$ cat config.mk
export PLATFORM = sky130hd
export DESIGN_NAME = q16_16_arithmetic_unit
export DESIGN_NICKNAME = d
export VERILOG_FILES = /design/src/rtl/q16aru_pkg.sv /design/src/rtl/q16_16_arithmetic_unit.sv
export SDC_FILE = /design/constraint.sdc
export NUM_CORES = 1
export LEC_CHECK = 0
export BUFFER_PORTS_ARGS = -buffer_cell sky130_fd_sc_hd__buf_2
export CAP_MARGIN = 20
export CORE_UTILIZATION = 46
export CTS_CLUSTER_DIAMETER = 80
export DETAILED_ROUTE_END_ITERATION = 8
export PLACE_DENSITY = 0.66
export SLEW_MARGIN = 25
export SYNTH_ARGS = -nofsm -noshare
export SYNTH_HDL_FRONTEND = slang
export SYNTH_SLANG_ARGS = --single-unit
$ cat constraint.sdc
create_clock -name clk -period 7 [get_ports clk]
set_input_delay 1.05 -clock clk [delete_from_list [all_inputs] [get_ports clk]]
set_output_delay 1.05 -clock clk [all_outputs]
set_load 0.005 [all_outputs]
$ cat src/rtl/q16aru_pkg.sv
// Shared types for the fixed-point arithmetic unit.
`default_nettype none
package q16aru_pkg;
    localparam logic [2:0] OP_ADD  = 3'd0;
    localparam logic [2:0] OP_SUB  = 3'd1;
    localparam logic [2:0] OP_MUL  = 3'd2;
    localparam logic [2:0] OP_DIV  = 3'd3;
    localparam logic [2:0] OP_SQRT = 3'd4;

    typedef enum logic [2:0] {
        ST_IDLE,
        ST_DIV,
        ST_MUL,
        ST_MFIN,
        ST_SQSCAN,
        ST_SQTRY,
        ST_WRITE
    } state_t;

    typedef enum logic [1:0] {
        MODE_MUL,
        MODE_DIV,
        MODE_SQLO,
        MODE_SQHI
    } mode_t;
endpackage
`default_nettype wire

$ cat src/rtl/q16_16_arithmetic_unit.sv
// Top level: bit-serial fixed-point add, subtract, multiply, divide and square root.
`default_nettype none
// One item in, one result out. Add, subtract and unused opcodes go straight to the write
// state. Multiply: a shift-add multiplier retires one multiplier bit per cycle.
// Divide: a restoring divider forms the 32-bit reciprocal one quotient bit per cycle,
// then the same multiplier runs. Square root runs one multiply per result bit
// (FRAC_BITS trials below one, up to (32-FRAC_BITS)/2+FRAC_BITS trials above one), each
// trial passing the try, multiply and finish states, after a start-bit scan above one.
// A finished result waits in the output register; new items are taken once it is written there.
module q16_16_arithmetic_unit #(
    parameter int FRAC_BITS = 16
) (
    input  wire logic        clk,
    input  wire logic        rst_n,
    input  wire logic        s_axis_tvalid,
    output logic             s_axis_tready,
    input  wire logic [71:0] s_axis_tdata,  // opcode[2:0], operand_a[34:3], operand_b[66:35]
    output logic             m_axis_tvalid,
    input  wire logic        m_axis_tready,
    output logic [39:0]      m_axis_tdata   // result[31:0], divide_by_zero[32]
);
    localparam logic [31:0] ONE_VAL   = 32'(1) << FRAC_BITS;
    localparam int          START_BIT = ((32 - FRAC_BITS) >> 1) + FRAC_BITS - 1;

    q16aru_pkg::state_t state_reg, state_next;
    q16aru_pkg::mode_t  mode_reg, mode_next;

    logic signed [31:0] a_reg, a_next;
    logic [31:0] r_reg, r_next;
    logic [4:0]  bitpos_reg, bitpos_next;
    logic [31:0] mc_reg, mc_next;
    logic [31:0] mp_reg, mp_next;
    logic [63:0] acc_reg, acc_next;
    logic [4:0]  cnt_reg, cnt_next;
    logic        neg_reg, neg_next;
    logic        dz_reg, dz_next;
    logic [31:0] res_reg, res_next;
    logic        rdz_reg, rdz_next;
    logic        ov_reg, ov_next;

    logic [2:0]  in_op;
    logic [31:0] in_a, in_b, mag_a, mag_b;
    logic        in_acc, out_free;
    logic [32:0] mul_sum, div_sh, div_sub;
    logic        div_ge;
    logic [31:0] q_fin;
    logic [63:0] prod;
    logic signed [31:0] sq;
    logic [31:0] mres, cand, bitval;
    logic        keep;

    assign in_op   = s_axis_tdata[2:0];
    assign in_a    = s_axis_tdata[34:3];
    assign in_b    = s_axis_tdata[66:35];
    assign mag_a   = in_a[31] ? (32'd0 - in_a) : in_a;
    assign mag_b   = in_b[31] ? (32'd0 - in_b) : in_b;
    assign s_axis_tready = (state_reg == q16aru_pkg::ST_IDLE);
    assign in_acc  = s_axis_tvalid && s_axis_tready;
    assign out_free = !ov_reg || m_axis_tready;

    assign mul_sum = {1'b0, acc_reg[63:32]} + (mp_reg[0] ? {1'b0, mc_reg} : 33'd0);
    assign div_sh  = {acc_reg[31:0], 1'b1};
    assign div_ge  = div_sh >= {1'b0, mc_reg};
    assign div_sub = div_sh - {1'b0, mc_reg};
    assign q_fin   = {mp_reg[30:0], div_ge} + 32'd1;

    assign prod    = (neg_reg && mode_reg != q16aru_pkg::MODE_DIV) ? (64'd0 - acc_reg) : acc_reg;
    assign sq      = prod[FRAC_BITS+31 -: 32];
    assign bitval  = 32'(1) << bitpos_reg;
    assign cand    = r_reg ^ bitval;
    assign keep    = (mode_reg == q16aru_pkg::MODE_SQLO) ? (sq >= a_reg)
                   : (sq >= 0 && sq <= a_reg);

    always_comb
    begin
        if (mode_reg == q16aru_pkg::MODE_DIV)
        begin
            mres = acc_reg[63-FRAC_BITS -: 32];
            if (neg_reg)
            begin
                mres = 32'd0 - mres;
            end
        end
        else
        begin
            mres = sq;
        end
    end

    always_comb
    begin
        state_next = state_reg;
        unique case (state_reg)
            q16aru_pkg::ST_IDLE:
            begin
                if (in_acc)
                begin
                    priority if (in_op == q16aru_pkg::OP_MUL)
                        state_next = q16aru_pkg::ST_MUL;
                    else if (in_op == q16aru_pkg::OP_DIV && in_b != 32'd0)
                        state_next = q16aru_pkg::ST_DIV;
                    else if (in_op == q16aru_pkg::OP_SQRT && $signed(in_a) < $signed(ONE_VAL))
                        state_next = q16aru_pkg::ST_SQTRY;
                    else if (in_op == q16aru_pkg::OP_SQRT && $signed(in_a) > $signed(ONE_VAL))
                        state_next = q16aru_pkg::ST_SQSCAN;
                    else
                        state_next = q16aru_pkg::ST_WRITE;
                end
            end
            q16aru_pkg::ST_DIV:
                if (cnt_reg == 5'd31) state_next = q16aru_pkg::ST_MUL;
            q16aru_pkg::ST_MUL:
                if (cnt_reg == 5'd31) state_next = q16aru_pkg::ST_MFIN;
            q16aru_pkg::ST_MFIN:
            begin
                if ((mode_reg == q16aru_pkg::MODE_SQLO || mode_reg == q16aru_pkg::MODE_SQHI)
                    && bitpos_reg != 5'd0)
                    state_next = q16aru_pkg::ST_SQTRY;
                else
                    state_next = q16aru_pkg::ST_WRITE;
            end
            q16aru_pkg::ST_SQSCAN:
                if (!($signed(bitval) > a_reg)) state_next = q16aru_pkg::ST_SQTRY;
            q16aru_pkg::ST_SQTRY:
                state_next = q16aru_pkg::ST_MUL;
            q16aru_pkg::ST_WRITE:
                if (out_free) state_next = q16aru_pkg::ST_IDLE;
            default:
                state_next = q16aru_pkg::ST_IDLE;
        endcase
    end

    always_comb
    begin
        mode_next   = mode_reg;
        a_next      = a_reg;
        r_next      = r_reg;
        bitpos_next = bitpos_reg;
        mc_next     = mc_reg;
        mp_next     = mp_reg;
        acc_next    = acc_reg;
        cnt_next    = cnt_reg;
        neg_next    = neg_reg;
        dz_next     = dz_reg;
        res_next    = res_reg;
        rdz_next    = rdz_reg;
        ov_next     = ov_reg && !m_axis_tready;
        unique case (state_reg)
            q16aru_pkg::ST_IDLE:
            begin
                if (in_acc)
                begin
                    dz_next  = 1'b0;
                    r_next   = 32'd0;
                    cnt_next = 5'd0;
                    acc_next = 64'd0;
                    a_next   = $signed(in_a);
                    neg_next = in_a[31] ^ in_b[31];
                    unique case (in_op)
                        q16aru_pkg::OP_ADD: r_next = in_a + in_b;
                        q16aru_pkg::OP_SUB: r_next = in_a - in_b;
                        q16aru_pkg::OP_MUL:
                        begin
                            mode_next = q16aru_pkg::MODE_MUL;
                            mc_next   = mag_a;
                            mp_next   = mag_b;
                        end
                        q16aru_pkg::OP_DIV:
                        begin
                            mode_next = q16aru_pkg::MODE_DIV;
                            dz_next   = (in_b == 32'd0);
                            a_next    = $signed(mag_a);
                            mc_next   = mag_b;
                        end
                        q16aru_pkg::OP_SQRT:
                        begin
                            if ($signed(in_a) < $signed(ONE_VAL))
                            begin
                                mode_next   = q16aru_pkg::MODE_SQLO;
                                r_next      = ONE_VAL - 32'd1;
                                bitpos_next = 5'(FRAC_BITS - 1);
                            end
                            else if ($signed(in_a) > $signed(ONE_VAL))
                            begin
                                mode_next   = q16aru_pkg::MODE_SQHI;
                                bitpos_next = 5'(START_BIT);
                            end
                            else
                            begin
                                r_next = ONE_VAL;
                            end
                        end
                        default: r_next = 32'd0;
                    endcase
                end
            end
            q16aru_pkg::ST_DIV:
            begin
                acc_next = {32'd0, div_ge ? div_sub[31:0] : div_sh[31:0]};
                mp_next  = {mp_reg[30:0], div_ge};
                cnt_next = cnt_reg + 5'd1;
                if (cnt_reg == 5'd31)
                begin
                    mc_next  = a_reg;
                    mp_next  = q_fin;
                    acc_next = 64'd0;
                end
            end
            q16aru_pkg::ST_MUL:
            begin
                acc_next = {mul_sum, acc_reg[31:1]};
                mp_next  = {1'b0, mp_reg[31:1]};
                cnt_next = cnt_reg + 5'd1;
            end
            q16aru_pkg::ST_MFIN:
            begin
                if (mode_reg == q16aru_pkg::MODE_SQLO || mode_reg == q16aru_pkg::MODE_SQHI)
                begin
                    if (keep) r_next = cand;
                    if (bitpos_reg != 5'd0) bitpos_next = bitpos_reg - 5'd1;
                end
                else
                begin
                    r_next = mres;
                end
            end
            q16aru_pkg::ST_SQSCAN:
            begin
                if ($signed(bitval) > a_reg) bitpos_next = bitpos_reg - 5'd1;
            end
            q16aru_pkg::ST_SQTRY:
            begin
                mc_next  = cand;
                mp_next  = cand;
                acc_next = 64'd0;
                cnt_next = 5'd0;
                neg_next = 1'b0;
            end
            q16aru_pkg::ST_WRITE:
            begin
                if (out_free)
                begin
                    res_next = r_reg;
                    rdz_next = dz_reg;
                    ov_next  = 1'b1;
                end
            end
            default: ;
        endcase
    end

    always_ff @(posedge clk or negedge rst_n)
    begin
        if (!rst_n)
        begin
            state_reg <= q16aru_pkg::ST_IDLE;
            ov_reg    <= 1'b0;
        end
        else
        begin
            state_reg <= state_next;
            ov_reg    <= ov_next;
        end
    end

    always_ff @(posedge clk)
    begin
        mode_reg   <= mode_next;
        a_reg      <= a_next;
        r_reg      <= r_next;
        bitpos_reg <= bitpos_next;
        mc_reg     <= mc_next;
        mp_reg     <= mp_next;
        acc_reg    <= acc_next;
        cnt_reg    <= cnt_next;
        neg_reg    <= neg_next;
        dz_reg     <= dz_next;
        res_reg    <= res_next;
        rdz_reg    <= rdz_next;
    end

    assign m_axis_tvalid = ov_reg;
    assign m_axis_tdata  = {7'd0, rdz_reg, res_reg};
endmodule
`default_nettype wire

* After elaboration in Yosys (flattened, before gate mapping)
Index checks and enable logic that the tools add are counted.
** Word-level totals
- Flip-flop bits (word level) :: 243
- Input bits :: 76
- Output and inout port bits :: 42
- Logic and storage cells :: 155
** Cells by class
- Add/subtract/negate cells :: 11
- $lt $le $gt $ge :: 7
- Eq/ne operators :: 29
- Shift operators :: 1
- Mux-type cells :: 55
- Bitwise operators :: 2
- Reductions and logical operators :: 36
** Operators with widths (number)
- 2-to-1 mux 32 bit :: 16
- case mux 64 bit (4 select lines) :: 1
- case mux 32 bit (3 select lines) :: 2
- case mux 32 bit (2 select lines) :: 2
- case mux 32 bit (4 select lines) :: 1
- subtractor 1 x 32 -> 32 bit (first input constant) :: 3
- 2-to-1 mux 64 bit :: 1
- subtractor 32 bit :: 2
- 2-to-1 mux 48 bit :: 1
- subtractor 1 x 48 -> 48 bit (first input constant) :: 1
- 2-to-1 mux 5 bit :: 8
- 2-to-1 mux 17 bit :: 2
- adder 32 x 32 -> 33 bit :: 1
- >= comparator 33 x 32 -> 1 bit :: 1
- adder 32 x 1 -> 32 bit (second input constant) :: 1
- adder 32 bit :: 1
- >= comparator 32 x 1 -> 1 bit (second input constant) :: 1
- >= comparator 32 bit :: 1
- greater-than comparator 32 x 18 -> 1 bit (second input constant) :: 1
- greater-than comparator 32 bit :: 1
- less-or-equal comparator 32 bit :: 1
- logical NOT 32 bit :: 1
- less-than comparator 32 x 18 -> 1 bit (second input constant) :: 1
- nonzero test 32 bit :: 1
- 36 further kinds :: 89

* Depth between registers and ports, before layout
- Depth in word-level cells :: 9
- Gate-level depth with buffers :: 22
- Mapped depth without buffers :: 20

* Worst setup path after synthesis
Ideal clock, no wire load.
- Path kind :: reg2reg
- Start point :: register acc_reg[27]
- End point :: register r_reg[0] (enable)
- Library setup time :: 0.466 ns
- Data arrival time :: 6.300 ns
- Data required time :: 6.534 ns
- Setup slack :: 0.234 ns
- Stages on the path, launching flop included :: 17
- Path buffers :: 1
- Period minus slack after synthesis :: 6.766 ns
- Cells stage by stage :: edfxtp_1 > clkbuf_1 > or4_1 > or2_2 > or4_1 > o21ai_0 > xnor2_1 > ha_1 > a41o_1 > a211oi_1 > o31ai_1 > a211o_1 > a221oi_1 > mux2i_1 > xnor2_1 > o21ai_0 > o21ai_0
** On the way
- Longest elaborated chain between the ends :: 7
- Elaborated cells between the ends (all ways) :: 9
- Classes of those cells :: add/sub (1); order compare (3); eq/ne (1); mux (2); reduce/logical (2)
** Ends and longest elaborated chain
- from (decl) :: line q16_16_arithmetic_unit.sv:33 : logic [63:0] acc_reg, acc_next;
- from (signal assigned) :: line q16_16_arithmetic_unit.sv:274 : acc_reg <= acc_next;
- subtractor 1 x 48 -> 48 bit :: line q16_16_arithmetic_unit.sv:67 : assign prod = (neg_reg && mode_reg != q16aru_pkg::MODE_DIV) ? (64'd0 - acc_reg) : acc_reg;
- 2-to-1 mux 48 bit * :: line q16_16_arithmetic_unit.sv:67
- >= comparator 32 x 1 -> 1 bit / less-or-equal comparator 32 bit (equally long branches) :: line q16_16_arithmetic_unit.sv:72 : : (sq >= 0 && sq <= a_reg);
- logical AND 1 bit :: line q16_16_arithmetic_unit.sv:72
- 2-to-1 mux 1 bit * :: line q16_16_arithmetic_unit.sv:71 : assign keep = (mode_reg == q16aru_pkg::MODE_SQLO) ? (sq >= a_reg)
- inequality test 3 bit (no line) *
- AND reduction 3 bit (no line) *
- to (signal assigned) :: line q16_16_arithmetic_unit.sv:270 : r_reg <= r_next;
- to (decl) :: line q16_16_arithmetic_unit.sv:29 : logic [31:0] r_reg, r_next;
Every way passes the cells marked *; elsewhere a longest branch is shown, timed or not.
A chain may end at the register's enable or synchronous reset.

* Worst setup path after layout
- Start point :: register acc_reg[27]
- End point :: register r_reg[3] (enable)
Same word-level chain as after synthesis.

==> metrics.yaml <==
synth_top_area_cell: "edfxtp_1"
cp_slowest_stage_delay_ns: 0.66
fin_util: 0.508
status: "finished clean"
fmax_mhz: 174
cts_resized: 0
crit_required_ns: 7.21
rsz0062_at_grt: "false"
relSlewSlack: 0.255
synth_edf_count: 239
totalWireLength_mm: 78.4
vias_per_cell: 6.22
routedWlPerCell_um: 23.9
dieArea_mm2: 0.0493
final_common_cell: "nand2_1"
synth-seq-cells: 243
core_area_mm2: 0.0477
clock_latency_ns: 0.59
largest_reg_flops: 64
dr.pass1.iters: 6
cp_cell_sequence: "or4_1 -> nor2_1 -> nand4_1 -> or2_2 -> o21ai_0 -> xnor2_1 -> ha_1 -> a21o_1 -> a211oi_1 -> o31ai_1 -> a211o_1 -> a221oi_1 -> mux2i_1 -> xnor2_1 -> o21ai_0 -> o21ai_4 -> buf_4"
hp-class: "in -> async"
synth_cell_type_count: 78
post_cts_buffers: 0
cts_sinks: 243
start_util: 0.466
crit_path_end_kind: "flop"
dp_hpwl_mm: 62.2
drive_gt1_frac: 0.0841
layout_common_cells: "nand2_1, o21ai_0, edfxtp_1"
track_usage: 0.311
htreeDepth: 1
maxCapViolations: 0
finalHoldViolCount: 0
rows: 80
ctsHoldBuffers: 0
synth_cells: 2607
clk_pin_slew_worst_paths_ns: 0.06
synth-seq-area-share: 0.327
syn-cell-area_mm2: 0.0223
clockRootBuffer: "clkbuf_16"
via_count: 20400
worst_setup_path_start_kind: "flop"
crit_fanout: 32
die_h_um: 222
synth_top_area_frac: 0.322
drt_iter0_markers: 2105
clk_path_buf_depth: 3
first_global_vias: 19300
cts_tree: "done"
grt_pass1_wl_mm: 117
leakagePower_uw: 0.00957
final.setup.tns_ns: 0
port-buffer-count: 105
hold_ws_ns: 0.268
grt_max_degree: 70
n_fill_cell: 4504
drv_slew: 0
drc_errors: 0
gp_congestion: 0.993
fin_crit_ns: 5.74
ys_async_sr_fraction: 0.0165
die_w_um: 222
syn2layout_area_growth_pct: 9.01
power.density_mw_per_mm2: 431
finClkSkew_ns: 0.0275
antenna_left: 0
synthFlopType: "edfxtp_1"
grt_antenna_before_repair: 14
worstMarginPinSlew_ns: 1.11
final_nets: 2881
ir_drop_uv: 275
synth.area.top_cells: "edfxtp_1, ha_1, xnor2_1"
yosysWarnings: 0
cpMaxStageDelayCell: "or4_1"
ioPinCount: 118
cp.arrival_ns: 5.95
synth.avg_cell_area_um2: 8.54
fin_crit_sh: 0.820
numCtsBuffers: 29
grt_overflow: 0
setup_violations: 0
path_class: "reg -> reg"
-- critical path: cells and delay by family, from the launching register on --
kind / cells / cell delay [ns]
AO/OA/AOI/OAI: 8 / 1.89
AND/OR/NAND/NOR: 4 / 1.62
flip-flops: 1 / 0.53
buffers and inverters: 1 / 0.45
XOR/XNOR: 2 / 0.31
adder cells (fa/ha/maj): 1 / 0.29
multiplexers: 1 / 0.28
-- synth_stat cells (14+ instances only) --
library cell	instances
nor4_1	16
o211ai_1	53
ha_1	170
nand2_1	295
o31ai_1	51
o21a_1	19
edfxtp_1	239
clkbuf_1	123
o21ai_0	250
xor2_1	126
nor3_1	39
or2_2	19
nor2b_1	19
nand4_1	35
a21o_1	65
a211oi_1	21
xnor2_1	193
or3_1	28
nand3_1	51
and2_1	41
nand2b_1	26
inv_1	101
a21oi_1	144
nor2_1	198
o221ai_1	14
o22ai_1	23
a31oi_1	16
and3_1	29
-- final cells by class --
cell class              count  area [um^2]  area share
diodes                     11         27.5     0.00113
clock inverters            14          160     0.00660
well taps                 615          769      0.0317
repair buffers            135          791      0.0326
flip-flops and latches    243         7280       0.300
multi-input cells        2121        14100       0.580
inverters                 102          383      0.0158
clock buffers              38          790      0.0325
-- path summary, 6_finish.rpt --
| kind | startpoint | to | slack (ns) | cells after the start |
|---|---|---|---|---|
| setup / recovery | acc_reg[27] | r_reg[3] | 1.26 | 17 |
| hold / removal | rst_n | m_axis_tvalid | 0.27 | 1 |
| max in group asynchronous | rst_n | state_reg[2] | 6.60 | 1 |
| hold reg to reg | dz_reg | rdz_reg | 0.42 | 0 |
| min in group clk | dz_reg | rdz_reg | 0.42 | 0 |
| setup reg to reg | acc_reg[27] | r_reg[3] | 1.26 | 17 |
-- stage by stage --
step / cell area, um^2 / instances / worst slack (ns) / power (uW)
detailed placement: 23300 / 3214 / 1.12 / 8760
finish: 24300 / 3279 / 1.26 / 10500
floorplan: 22300 / 2613 / 0.234 / 6940
global route: 24300 / 3278 / 1.03 / 11100
CTS: 24200 / 3266 / 1.34 / 10400
global placement: 23200 / 3213 / 1.12 / 8640
-- metal layers --
metal / vias to the layer above / global-route usage / share of wire
met4: 2 / 0.143 / 0.048
met5: - / 0 / 0.00017
met2: 916 / 0.499 / 0.45
li1: 9597 / - / -
met3: 158 / 0.0429 / 0.087
met1: 9714 / 0.414 / 0.41
-- kinds of logic (layout without fill, tap and decap cells) --
family                     Yosys count  after routing  synth area share
AOI/OAI and AO/OA                  771            771             0.220
muxes                               14             14           0.00640
DFF                                243            243             0.327
buffers and inverters              249            289            0.0443
xor gates and xnor gates           319            319             0.125
other                                1             18          0.000168
and+or+nand+nor                    837            837             0.179
adders and majority gates          173            173            0.0982
-- where the power goes --
group	switching (uW)	leakage, uW	internal, uW
Clock	647	0.000460	902
Sequential	688	0.00234	2460
Combinational	3650	0.00677	2120
(Power assumes the default switching activity.)
